`src/hw/rtl/rmt_pkg.sv`:
```
// Shared constants and types for the range match table.
package rmt_pkg;

  localparam int MAX_RANGES  = 16;
  localparam int TARGET_BITS = 8;
  localparam int KEY_W       = 32;
  localparam int IDX_W       = 4;
  localparam int CNT_W       = $clog2(MAX_RANGES + 1);
  localparam int STAT_W      = 3;

  // result status codes
  localparam logic [STAT_W-1:0] STAT_OK        = 3'd0;
  localparam logic [STAT_W-1:0] STAT_NOT_FOUND = 3'd1;
  localparam logic [STAT_W-1:0] STAT_BAD_RANGE = 3'd2;
  localparam logic [STAT_W-1:0] STAT_OVERLAP   = 3'd3;
  localparam logic [STAT_W-1:0] STAT_FULL      = 3'd4;

  // request modes
  localparam logic MODE_INSERT = 1'b0;
  localparam logic MODE_LOOKUP = 1'b1;

  // classified request as it travels from the front end to the back end
  typedef struct packed {
    logic                    mode;
    logic signed [KEY_W-1:0] key_low;
    logic signed [KEY_W-1:0] key_high;
    logic [TARGET_BITS-1:0]  target;
    logic                    bad_range;
  } rmt_item_t;

endpackage

```
`src/hw/rtl/range_match_table_core.sv`:
```
// Range match table top level: front end, request queue and scanning back end.
// Flow: a request is written into the queue, popped by the back end, compared against
//   the stored ranges in turn until a hit (up to 16), then loaded into the result register.
// The back end's single range comparator steps through the table, so it takes a new request
//   only after the last one is in the result register; the queue holds the waiting ones.
// Reset clears the queue, the range count and the result valid; table contents stay.
module range_match_table_core (
  input  logic                       clk,
  input  logic                       rst_n,
  input  logic                       in_valid,
  output logic                       in_ready,
  input  logic                       in_mode,
  input  logic signed [31:0]         in_key_low,
  input  logic signed [31:0]         in_key_high,
  input  logic [7:0]                 in_target_in,
  output logic                       out_valid,
  input  logic                       out_ready,
  output logic [2:0]                 out_status,
  output logic [7:0]                 out_target_out,
  output logic [3:0]                 out_match_index
);
  import rmt_pkg::*;

  logic      q_valid;
  logic      q_pop;
  rmt_item_t q_item;

  rmt_front u_front (
    .clk          (clk),
    .rst_n        (rst_n),
    .in_valid     (in_valid),
    .in_ready     (in_ready),
    .in_mode      (in_mode),
    .in_key_low   (in_key_low),
    .in_key_high  (in_key_high),
    .in_target_in (in_target_in),
    .q_valid      (q_valid),
    .q_item       (q_item),
    .q_pop        (q_pop)
  );

  rmt_back u_back (
    .clk             (clk),
    .rst_n           (rst_n),
    .q_valid         (q_valid),
    .q_item          (q_item),
    .q_pop           (q_pop),
    .out_valid       (out_valid),
    .out_ready       (out_ready),
    .out_status      (out_status),
    .out_target_out  (out_target_out),
    .out_match_index (out_match_index)
  );

  // back end never pops an empty queue
  a_pop_nonempty: assert property (@(posedge clk) disable iff (!rst_n)
    q_pop |-> q_valid)
    else $error("queue popped while empty");

  // no result right after reset
  a_reset_idle: assert property (@(posedge clk)
    !rst_n |=> !out_valid)
    else $error("result valid after reset");

  // any non-ok result carries zero target and index
  a_fail_zero: assert property (@(posedge clk) disable iff (!rst_n)
    (out_valid && out_status != STAT_OK) |-> (out_target_out == '0 && out_match_index == '0))
    else $error("failed request returned target or index");

  // status code stays within the defined set
  a_status_range: assert property (@(posedge clk) disable iff (!rst_n)
    out_valid |-> (out_status <= STAT_FULL))
    else $error("undefined status code");

endmodule

```
`src/hw/rtl/rmt_front.sv`:
```
// Front end: accepts requests, classifies them and queues them for the back end.
module rmt_front (
  input  logic                        clk,
  input  logic                        rst_n,
  input  logic                        in_valid,
  output logic                        in_ready,
  input  logic                        in_mode,
  input  logic signed [31:0]          in_key_low,
  input  logic signed [31:0]          in_key_high,
  input  logic [7:0]                  in_target_in,
  output logic                        q_valid,
  output rmt_pkg::rmt_item_t          q_item,
  input  logic                        q_pop
);
  import rmt_pkg::*;

  localparam int QDEPTH = 2;

  rmt_item_t  q_mem_r [QDEPTH];
  logic       wr_ptr_r, wr_ptr_nxt;
  logic       rd_ptr_r, rd_ptr_nxt;
  logic [1:0] cnt_r, cnt_nxt;
  logic       push;
  rmt_item_t  item_new;

  // classify: an insert with bottom above top is rejected without a scan
  always_comb begin
    item_new.mode      = in_mode;
    item_new.key_low   = in_key_low;
    item_new.key_high  = in_key_high;
    item_new.target    = in_target_in[TARGET_BITS-1:0];
    item_new.bad_range = (in_mode == MODE_INSERT) && (in_key_low > in_key_high);
  end

  assign in_ready = (cnt_r != 2'(QDEPTH));
  assign push     = in_valid && in_ready;
  assign q_valid  = (cnt_r != 2'd0);
  assign q_item   = q_mem_r[rd_ptr_r];

  // queue pointers and fill count
  always_comb begin
    wr_ptr_nxt = push  ? ~wr_ptr_r : wr_ptr_r;
    rd_ptr_nxt = q_pop ? ~rd_ptr_r : rd_ptr_r;
    cnt_nxt    = cnt_r + 2'(push) - 2'(q_pop);
  end

  always_ff @(posedge clk) begin
    if (!rst_n) begin
      wr_ptr_r <= 1'b0;
      rd_ptr_r <= 1'b0;
      cnt_r    <= 2'd0;
    end else begin
      wr_ptr_r <= wr_ptr_nxt;
      rd_ptr_r <= rd_ptr_nxt;
      cnt_r    <= cnt_nxt;
    end
  end

  // queue storage
  always_ff @(posedge clk) begin
    if (push) begin
      q_mem_r[wr_ptr_r] <= item_new;
    end
  end

endmodule

```
`src/hw/rtl/rmt_back.sv`:
```
// Back end: range table, sequential scan and result register.
module rmt_back (
  input  logic                          clk,
  input  logic                          rst_n,
  input  logic                          q_valid,
  input  rmt_pkg::rmt_item_t            q_item,
  output logic                          q_pop,
  output logic                          out_valid,
  input  logic                          out_ready,
  output logic [rmt_pkg::STAT_W-1:0]    out_status,
  output logic [7:0]                    out_target_out,
  output logic [rmt_pkg::IDX_W-1:0]     out_match_index
);
  import rmt_pkg::*;

  localparam logic [1:0] S_IDLE = 2'd0;
  localparam logic [1:0] S_SCAN = 2'd1;
  localparam logic [1:0] S_RESP = 2'd2;

  // range table, contents undefined until written
  logic signed [KEY_W-1:0] tbl_bottom_r [MAX_RANGES];
  logic signed [KEY_W-1:0] tbl_top_r    [MAX_RANGES];
  logic [TARGET_BITS-1:0]  tbl_target_r [MAX_RANGES];

  logic [1:0]             state_r, state_nxt;
  logic [CNT_W-1:0]       count_r, count_nxt;
  logic [IDX_W-1:0]       idx_r, idx_nxt;
  rmt_item_t              cur_r, cur_nxt;
  rmt_item_t              eff_item;
  logic [STAT_W-1:0]      res_status_r, res_status_nxt;
  logic [TARGET_BITS-1:0] res_target_r, res_target_nxt;
  logic [IDX_W-1:0]       res_index_r, res_index_nxt;
  logic                   out_valid_r, out_valid_nxt;
  logic [STAT_W-1:0]      out_status_r, out_status_nxt;
  logic [TARGET_BITS-1:0] out_target_r, out_target_nxt;
  logic [IDX_W-1:0]       out_index_r, out_index_nxt;
  logic                   tbl_we;
  logic signed [KEY_W-1:0] ent_bottom, ent_top;
  logic                   hit_lookup, hit_overlap, hit;
  logic                   last_entry;

  // current table entry under the scan pointer
  assign ent_bottom = tbl_bottom_r[idx_r];
  assign ent_top    = tbl_top_r[idx_r];

  assign hit_lookup  = (ent_bottom <= cur_r.key_low) && (ent_top >= cur_r.key_low);
  assign hit_overlap = ((cur_r.key_low  >= ent_bottom) && (cur_r.key_low  <= ent_top)) ||
                       ((cur_r.key_high >= ent_bottom) && (cur_r.key_high <= ent_top)) ||
                       ((cur_r.key_low  <= ent_bottom) && (cur_r.key_high >= ent_top));
  assign hit         = (cur_r.mode == MODE_LOOKUP) ? hit_lookup : hit_overlap;
  assign last_entry  = ({1'b0, idx_r} == (count_r - CNT_W'(1)));

  // request being finished: straight from the queue when no scan is needed
  assign eff_item = (state_r == S_IDLE) ? q_item : cur_r;

  // sequencer
  always_comb begin
    state_nxt      = state_r;
    count_nxt      = count_r;
    idx_nxt        = idx_r;
    cur_nxt        = cur_r;
    res_status_nxt = res_status_r;
    res_target_nxt = res_target_r;
    res_index_nxt  = res_index_r;
    q_pop          = 1'b0;
    tbl_we         = 1'b0;
    out_valid_nxt  = out_ready ? 1'b0 : out_valid_r;
    out_status_nxt = out_status_r;
    out_target_nxt = out_target_r;
    out_index_nxt  = out_index_r;
    unique case (state_r)
      S_IDLE: begin
        if (q_valid) begin
          q_pop   = 1'b1;
          cur_nxt = q_item;
          idx_nxt = '0;
          if (q_item.bad_range) begin
            res_status_nxt = STAT_BAD_RANGE;
            res_target_nxt = '0;
            res_index_nxt  = '0;
            state_nxt      = S_RESP;
          end else if (count_r == '0) begin
            state_nxt = S_RESP;
            res_target_nxt = '0;
            res_index_nxt  = '0;
            if (q_item.mode == MODE_LOOKUP) begin
              res_status_nxt = STAT_NOT_FOUND;
            end else begin
              res_status_nxt = STAT_OK;
              tbl_we         = 1'b1;
              count_nxt      = count_r + CNT_W'(1);
            end
          end else begin
            state_nxt = S_SCAN;
          end
        end
      end
      S_SCAN: begin
        if (hit) begin
          state_nxt = S_RESP;
          if (cur_r.mode == MODE_LOOKUP) begin
            res_status_nxt = STAT_OK;
            res_target_nxt = tbl_target_r[idx_r];
            res_index_nxt  = idx_r;
          end else begin
            res_status_nxt = STAT_OVERLAP;
            res_target_nxt = '0;
            res_index_nxt  = '0;
          end
        end else if (last_entry) begin
          state_nxt      = S_RESP;
          res_target_nxt = '0;
          res_index_nxt  = '0;
          if (cur_r.mode == MODE_LOOKUP) begin
            res_status_nxt = STAT_NOT_FOUND;
          end else if (count_r >= CNT_W'(MAX_RANGES)) begin
            res_status_nxt = STAT_FULL;
          end else begin
            res_status_nxt = STAT_OK;
            res_index_nxt  = count_r[IDX_W-1:0];
            tbl_we         = 1'b1;
            count_nxt      = count_r + CNT_W'(1);
          end
        end else begin
          idx_nxt = idx_r + IDX_W'(1);
        end
      end
      S_RESP: begin
        if (!out_valid_r || out_ready) begin
          out_valid_nxt  = 1'b1;
          out_status_nxt = res_status_r;
          out_target_nxt = res_target_r;
          out_index_nxt  = res_index_r;
          state_nxt      = S_IDLE;
        end
      end
      default: begin
        state_nxt = S_IDLE;
      end
    endcase
  end

  always_ff @(posedge clk) begin
    if (!rst_n) begin
      state_r     <= S_IDLE;
      count_r     <= '0;
      out_valid_r <= 1'b0;
    end else begin
      state_r     <= state_nxt;
      count_r     <= count_nxt;
      out_valid_r <= out_valid_nxt;
    end
  end

  // payload registers
  always_ff @(posedge clk) begin
    idx_r        <= idx_nxt;
    cur_r        <= cur_nxt;
    res_status_r <= res_status_nxt;
    res_target_r <= res_target_nxt;
    res_index_r  <= res_index_nxt;
    out_status_r <= out_status_nxt;
    out_target_r <= out_target_nxt;
    out_index_r  <= out_index_nxt;
  end

  // append at the next free slot
  always_ff @(posedge clk) begin
    if (tbl_we) begin
      tbl_bottom_r[count_r[IDX_W-1:0]] <= eff_item.key_low;
      tbl_top_r[count_r[IDX_W-1:0]]    <= eff_item.key_high;
      tbl_target_r[count_r[IDX_W-1:0]] <= eff_item.target;
    end
  end

  assign out_valid       = out_valid_r;
  assign out_status      = out_status_r;
  assign out_target_out  = out_target_r;
  assign out_match_index = out_index_r;

endmodule

```
`config.mk`:
```
export PLATFORM = sky130hd
export DESIGN_NAME = range_match_table_core
export DESIGN_NICKNAME = d
export VERILOG_FILES = /design/src/hw/rtl/rmt_pkg.sv /design/src/hw/rtl/range_match_table_core.sv /design/src/hw/rtl/rmt_front.sv /design/src/hw/rtl/rmt_back.sv
export SDC_FILE = /design/constraint.sdc
export NUM_CORES = 1
export LEC_CHECK = 0
export ABC_CLOCK_PERIOD_IN_PS = 23800
export BUFFER_PORTS_ARGS = -buffer_cell sky130_fd_sc_hd__buf_2
export CAP_MARGIN = 20
export CORE_MARGIN = 4
export CORE_UTILIZATION = 47
export DETAILED_ROUTE_END_ITERATION = 8
export SYNTH_ARGS = -nofsm -noshare
export SYNTH_HDL_FRONTEND = slang
export SYNTH_SLANG_ARGS = --single-unit
export TNS_END_PERCENT = 20
```
`constraint.sdc`:
```
create_clock -name clk -period 23.8 [get_ports clk]
set_input_delay 4.76 -clock clk [delete_from_list [all_inputs] [get_ports clk]]
set_output_delay 4.76 -clock clk [all_outputs]
set_load 0.05 [all_outputs]
```
==> results.md, run 1 <==
* Clock latency on the worst-skew pair at 0.77 ns
* Multi-input gate area in the final layout at 14300 sq um
* Area used by sequential logic in the layout at 42600 sq um
* Weighted congestion at the end of routability-driven global placement at 0.841
* Startpoint of the tightest hold check path: u_back.res_status_r[1]
* Clk Tree Root Cell: sky130_fd_sc_hd__clkbuf_16
* Final setup violating endpoints at 0
* Unrepaired setup endpoints after global routing: false
* Critical path launch point type: flip-flop
* Number of port buffers at 93
* CP bufs+invs at 4
* Initial core utilization at 0.473
* Nets at 3122
* Via count of the first global-routing pass at 28800
* Global-route usage over all layers at 0.220
* Commonest non-fill, non-tap cell in the layout: sky130_fd_sc_hd__edfxtp_1
* Count of fill cells added during filler insertion at 9330
* DRC viols at 0
* Clock edge transition at the registers on the reported setup and hold paths at 0.06 ns
* MaxCap Viol Count at 0
* R2R Setup Slk at 14.47 ns
* Synthesized flop and latch total at 1424
* Resized Gates After CTS at 0
* Cell family with most CP delay: buffers and inverters
* CTS tree: yes
* Arrival time at the worst endpoint at 9.70 ns
* Die area at 128000 sq um
* Detailed-route wire length at 138000 um
* Proportion of synthesized chip area in sequential cells at 0.739
* Max Transition Viols Final at 0
* Clock Sinks at 1424
* Final critical delay including setup and external delays at 9.33 ns
* Worst slew pin tran at 1.25 ns
* Fmax at 0.107 GHz
* Total number of vias at 27800
* Proportion of layout cells with a drive suffix above 1 at 0.293
* Crit path required time at 24.17 ns
* Total I/O pin count at 94
* Worst Hold Depth at 0
* Largest net degree at the start of global routing at 144
* Critical Path Sink Type: flip-flop
* Most used flip-flop cell after synthesis: sky130_fd_sc_hd__edfxtp_1
* Largest stage delay on the critical path at 0.93 ns
* Final routed wire length divided by cell count at 30.0 um
* Sum of internal, switching and leakage power at 8.29 mW
* Gr ovfl total at 0
* Row count at 128
* Antenna violations before repair at 6
* Worst flop-to-flop path endpoint: u_back.tbl_bottom_r[1][5]
* CTS max path bufs at 3
* Placeable core region at 122000 sq um
* Power per cell area at 128 nW/um^2
* Vias per cell at 6.01
* Leak pwr at 21.2 nW
* Slowest library cell on the worst path: sky130_fd_sc_hd__dfxtp_4
* Relative slew slack at 0.166
* Detailed Route Iter0 Violations at 3199
* Critical path, cell by cell: buf_4 > buf_12 > mux4_2 > mux4_2 > inv_1 > ha_1 > nand4_1 > nor4_1 > o21ai_0 > o211ai_1 > a21oi_1 > nand3_1 > a22oi_1 > o21bai_2 > o31ai_4 > and3_4 > buf_4
* Die X at 358 um
* Post-Synthesis Cell Area at 57600 sq um
* Net count of the mapped netlist at 2942
* Ys async rst share at 0
* Height of the die at 358 um
* First-pass GRT wire length at 202000 um
* Cell variety after synth at 62
* HPWL after detailed placement at 83700 um
* Category of the most critical setup path: reg -> reg
* Status: finished clean
* Instance count of the mapped netlist at 2697
* Largest voltage drop on the vdd net at 84.9 uV
* Post-DRT Antenna Nets at 0
* H-tree depth at 4
* Worst hold endpoint: u_back.out_status[1]
* Summed negative setup slack over all endpoints at 0 ns
* Share of the clock period used by the worst path after layout at 0.392
* Buffer count from post-CTS setup fixing at 0
* TritonRoute pass-1 iters at 6
* Cts bufs inserted at 148
* Cts-stage hold buffer count at 0
* Count of flip-flops with a built-in enable after synthesis at 1407
* R2R depth at 17
* Hold Violations, Final at 0
* Largest clock skew in the final design at 0.0344 ns
* Syn_area_per_cell at 21.4 sq um
* Leading cell types in the layout, fill and taps excluded: sky130_fd_sc_hd__edfxtp_1 (1407), sky130_fd_sc_hd__mux4_2 (360), sky130_fd_sc_hd__ha_1 (168)
* Area delta synth->final at 12.7%
* Yosys Warn Count at 0
* Worst Hold Class: reg -> reg
* Worst Path Max Fanout at 143
## synth_stat cells, types with 8 or more instances
master / count / area (sq um)
sky130_fd_sc_hd__nor3_1: 8 / 40.0
sky130_fd_sc_hd__nor2_1: 30 / 113
sky130_fd_sc_hd__nand4_1: 36 / 225
sky130_fd_sc_hd__o21a_1: 11 / 82.6
sky130_fd_sc_hd__a21oi_1: 50 / 250
sky130_fd_sc_hd__nand3_1: 14 / 70.1
sky130_fd_sc_hd__o21ai_0: 18 / 90.1
sky130_fd_sc_hd__clkbuf_1: 72 / 270
sky130_fd_sc_hd__and2_1: 10 / 62.6
sky130_fd_sc_hd__mux4_2: 360 / 8110
sky130_fd_sc_hd__nor2b_1: 17 / 106
sky130_fd_sc_hd__edfxtp_1: 1407 / 42300
sky130_fd_sc_hd__mux2_2: 143 / 1610
sky130_fd_sc_hd__ha_1: 168 / 2100
sky130_fd_sc_hd__a21o_1: 32 / 240
sky130_fd_sc_hd__buf_1: 32 / 120
sky130_fd_sc_hd__inv_1: 108 / 405
sky130_fd_sc_hd__o211ai_1: 10 / 75.1
sky130_fd_sc_hd__nand2_1: 48 / 180
sky130_fd_sc_hd__and3_1: 14 / 87.6
sky130_fd_sc_hd__dfxtp_1: 17 / 340
## worst max path at each step
stage	from	slack, ns	cells past startpoint	endpoint
after floorplan	in_valid	15.33	2	u_front.q_mem_r[0][0]
after global placement	flip-flop	14.64	17	u_back.tbl_top_r[15][19]
after detailed placement	flip-flop	14.51	17	u_back.tbl_bottom_r[12][25]
after CTS	flip-flop	14.43	17	u_back.tbl_bottom_r[12][29]
after global routing	flip-flop	13.94	17	u_back.tbl_top_r[13][24]
final	flip-flop	14.47	17	u_back.tbl_bottom_r[1][5]
## layer usage
layer  up-vias  track usage  share of wire  routed length (um)
li1      11600            -              -                   -
met1     14800        0.316           0.43               59400
met2      1182        0.339           0.46               64400
met3       175       0.0583          0.087               12000
met4         2       0.0578          0.020                2720
met5         -            0       0.000094                  13
## area by class of cell
cell class,count,share of cell area
Clock buffer,179,0.0601
Clock inverter,85,0.0129
Multi-Input combinational cell,1058,0.220
Inverter,108,0.00628
Tap cell,1625,0.0313
Antenna cell,2,0.0000771
Sequential cell,1424,0.656
Timing Repair Buffer,137,0.0130
## registers in the layout (all words and copies together) (netlist names), named ones only
register                cells
u_front.wr_ptr_r            1
u_back.out_match_index      4
u_back.res_status_r         3
u_back.out_valid            1
u_back.count_r              5
u_back.out_target_out       8
u_back.idx_r                4
u_front.rd_ptr_r            1
u_back.tbl_target_r       128
u_back.tbl_top_r          512
u_back.state_r              2
u_back.cur_r               73
u_front.q_mem_r           148
u_back.tbl_bottom_r       512
u_back.res_index_r          4
u_back.out_status           3
u_front.cnt_r               2
u_back.res_target_r         8
## logic make-up after synthesis
logic type,after synthesis,share of synthesized area
flops,1424,0.739
xor+xnor,14,0.00213
simple gates,203,0.0187
mux,509,0.170
buf+inv,215,0.0143
compound gates,164,0.0196
fa+ha+maj,168,0.0365
## where the power goes
group / leakage, nW / switching [mW] / internal [mW] / total (mW)
clock network: 2.29 / 0.942 / 1.32 / 2.26
registers: 12.9 / 0.171 / 3.32 / 3.49
logic: 6.01 / 1.53 / 1.00 / 2.54
total: 21.2 / 2.65 / 5.64 / 8.29
## stage by stage
| stage | hold slack, ns | instances | setup WS (ns) | area, sq um | utilization |
|---|---|---|---|---|---|
| 3_5_place_dp | 0.405 | 4348 | 14.51 | 60100 | 0.494 |
| 5_1_grt | 0.425 | 4617 | 13.94 | 64900 | 0.534 |
| 3_3_place_gp | 0.404 | 4346 | 14.64 | 60100 | 0.494 |
| 2_1_floorplan | 0.400 | 2697 | 15.33 | 57600 | - |
| 6_report | 0.413 | 4618 | 14.47 | 64900 | 0.534 |
| 4_1_cts | 0.416 | 4612 | 14.43 | 64900 | 0.533 |
No activity file was read; power rests on OpenSTA's default activity.
==> run 2, diff against run 1 <==
Settings changed: ABC_CLOCK_PERIOD_IN_PS 23800 to 8570.
Clock period 23.8 ns to 8.57 ns, I/O delays scaled along.
==> results.md, run 2 (synthesis gave the netlist of run 1 again) <==
* Sequential fraction of design power at 0.424
* Met2 routing resource usage after global routing at 0.354
* Instance count after placement with tap cells included at 4384
* Leak pwr at 21.5 nW
* Count of fill cells added during filler insertion at 9258
* Height of the die at 358 um
* Leading cell types in the layout, fill and taps excluded: sky130_fd_sc_hd__edfxtp_1 (1407), sky130_fd_sc_hd__mux4_2 (360), sky130_fd_sc_hd__ha_1 (168)
* Summed negative setup slack over all endpoints at 0 ns
* Busiest grt layer: met2
* Gr ovfl total at 0
* MaxCap Viol Count at 0
* Int Pwr at 15.7 mW
* Arrival time at the worst endpoint at 7.78 ns
* Buffer count from post-CTS setup fixing at 0
* Crit path required time at 9.01 ns
* Worst Path Max Fanout at 37
* Detailed Route Iter0 Violations at 3155
* Relative slew slack at 0.290
* Switching power share of the total at 0.318
* Critical path launch point type: flip-flop
* Detailed-route wire length at 140000 um
* Vias per cell at 5.98
* Area used by sequential logic in the layout at 42600 sq um
* Clk network pwr share at 0.271
* HPWL after detailed placement at 86300 um
* Total I/O pin count at 94
* Die area at 128000 sq um
* TritonRoute pass-1 iters at 6
* Clock latency on the worst-skew pair at 0.75 ns
* Status: finished clean
* Post-DRT Antenna Nets at 0
* Global-route usage over all layers at 0.222
* Layout Cells excl Fill at 4656
* Proportion of layout cells with a drive suffix above 1 at 0.302
* Power per cell area at 351 nW/um^2
* Row count at 128
* DRC viols at 0
* Weighted congestion at the end of routability-driven global placement at 0.830
* Largest clock skew in the final design at 0.0320 ns
* H-tree depth at 4
* Commonest non-fill, non-tap cell in the layout: sky130_fd_sc_hd__edfxtp_1
* Startpoint of the tightest hold check path: u_back.res_target_r[1]
* CTS tree: yes
* First-pass GRT wire length at 204000 um
* Initial core utilization at 0.473
* Total number of vias at 27800
* Logic pwr share at 0.306
* Max Transition Viols Final at 0
* Area delta synth->final at 13.6%
* Category of the most critical setup path: reg -> reg
* Core utilization of the finished layout at 0.538
* Worst Hold Class: reg -> reg
* Via count of the first global-routing pass at 28800
* Largest voltage drop on the vdd net at 216 uV
* Cts bufs inserted at 150
* Cts-stage hold buffer count at 0
* Final setup violating endpoints at 0
* Share of the clock period used by the worst path after layout at 0.857
* Hold Violations, Final at 0
* Largest net degree at the start of global routing at 49
* Die X at 358 um
* Clk Tree Root Cell: sky130_fd_sc_hd__clkbuf_16
* Met1 track demand over resource in global routing at 0.322
* Sum of internal, switching and leakage power at 23.0 mW
* Nets at 3157
* Clock Sinks at 1424
* Worst slew pin tran at 1.06 ns
* Unrepaired setup endpoints after global routing: false
* CTS max path bufs at 3
* Antenna violations before repair at 6
* Resized Gates After CTS at 0
* P_sw at 7.29 mW
* Final critical delay including setup and external delays at 7.35 ns
* Final routed wire length divided by cell count at 30.0 um
* Number of port buffers at 93
* Multi-input gate area in the final layout at 14300 sq um
* Clock edge transition at the registers on the reported setup and hold paths at 0.06 ns
* Fmax at 0.136 GHz
* Met3 layer usage reported by global route at 0.0395
* Placeable core region at 122000 sq um
* Critical Path Sink Type: flip-flop
==> run 2: cell types whose count changed in the layout (fill, tap and decap cells not counted), moves of 2 or more <==
| cell | before | now |
|---|---|---|
| sky130_fd_sc_hd__clkinv_2 | 15 | 26 |
| sky130_fd_sc_hd__buf_4 | 37 | 48 |
| sky130_fd_sc_hd__bufinv_16 | 14 | 9 |
| sky130_fd_sc_hd__clkbuf_16 | 152 | 157 |
| sky130_fd_sc_hd__buf_12 | 2 | 27 |
| sky130_fd_sc_hd__clkinv_4 | 3 | 1 |
| sky130_fd_sc_hd__clkinvlp_4 | 6 | 2 |
| sky130_fd_sc_hd__clkbuf_1 | 27 | 30 |
| sky130_fd_sc_hd__clkinv_1 | 36 | 34 |
==> run 2: layout make-up <==
class,instances,share of cell area
multi-input cells,1058,0.219
repair buffers,170,0.0211
flip-flops and latches,1424,0.651
inverters,108,0.00623
diodes,1,0.0000382
well taps,1625,0.0311
clock inverters,83,0.0104
clock buffers,187,0.0617
==> run 2: per-stage QoR <==
step | setup slack [ns] | hold WS [ns] | cell area [sq um]
after floorplan | 0.123 | 0.400 | 57600
after CTS | 1.34 | 0.423 | 65500
after global placement | 0.970 | 0.407 | 60700
final | 1.22 | 0.418 | 65500
after global routing | 0.954 | 0.425 | 65500
after detailed placement | 1.39 | 0.407 | 60700
==> run 2: critical path, cell delays in order, from the launching register on <==
cell                       delay (ns)
sky130_fd_sc_hd__dfxtp_4         0.74
sky130_fd_sc_hd__buf_12          0.27
sky130_fd_sc_hd__buf_12          0.25
sky130_fd_sc_hd__buf_4           0.30
sky130_fd_sc_hd__mux4_2          0.56
sky130_fd_sc_hd__mux4_2          0.49
sky130_fd_sc_hd__inv_1           0.12
sky130_fd_sc_hd__ha_1            0.16
sky130_fd_sc_hd__nand4_1         0.17
sky130_fd_sc_hd__nor4_1          0.75
sky130_fd_sc_hd__o21ai_0         0.25
sky130_fd_sc_hd__o211ai_1        0.24
sky130_fd_sc_hd__a21oi_1         0.14
sky130_fd_sc_hd__nand3_1         0.12
sky130_fd_sc_hd__a22oi_1         0.21
sky130_fd_sc_hd__o21bai_2        0.39
sky130_fd_sc_hd__o31ai_4         0.53
sky130_fd_sc_hd__and3_4          0.89
sky130_fd_sc_hd__buf_4           0.34
==> run 2: power groups by stage <==
stage	Clock, mW	Combinational (mW)	Sequential (mW)
2_1_floorplan	0	4.85	9.57
3_3_place_gp	0	6.85	9.86
3_5_place_dp	0	7.03	9.87
4_1_cts	6.34	7.07	9.73
5_1_grt	6.65	7.64	9.77
6_report	6.21	7.02	9.73
==> run 2: routing by layer <==
metal / wire [um] / vias up
met1: 60100 / 14900
li1: - / 11700
met3: 9670 / 192
met5: 0 / -
met2: 67200 / 1047
met4: 2850 / 0
==> run 2: path summary, 6_finish.rpt <==
| path | to | slack (ns) | depth (start not counted) |
|---|---|---|---|
| setup / recovery | u_back.tbl_top_r[14][13] | 1.22 | 18 |
| setup reg to reg | u_back.tbl_top_r[14][13] | 1.22 | 18 |
| hold / removal | u_back.out_target_out[1] | 0.42 | 0 |
| hold reg to reg | u_back.out_target_out[1] | 0.42 | 0 |
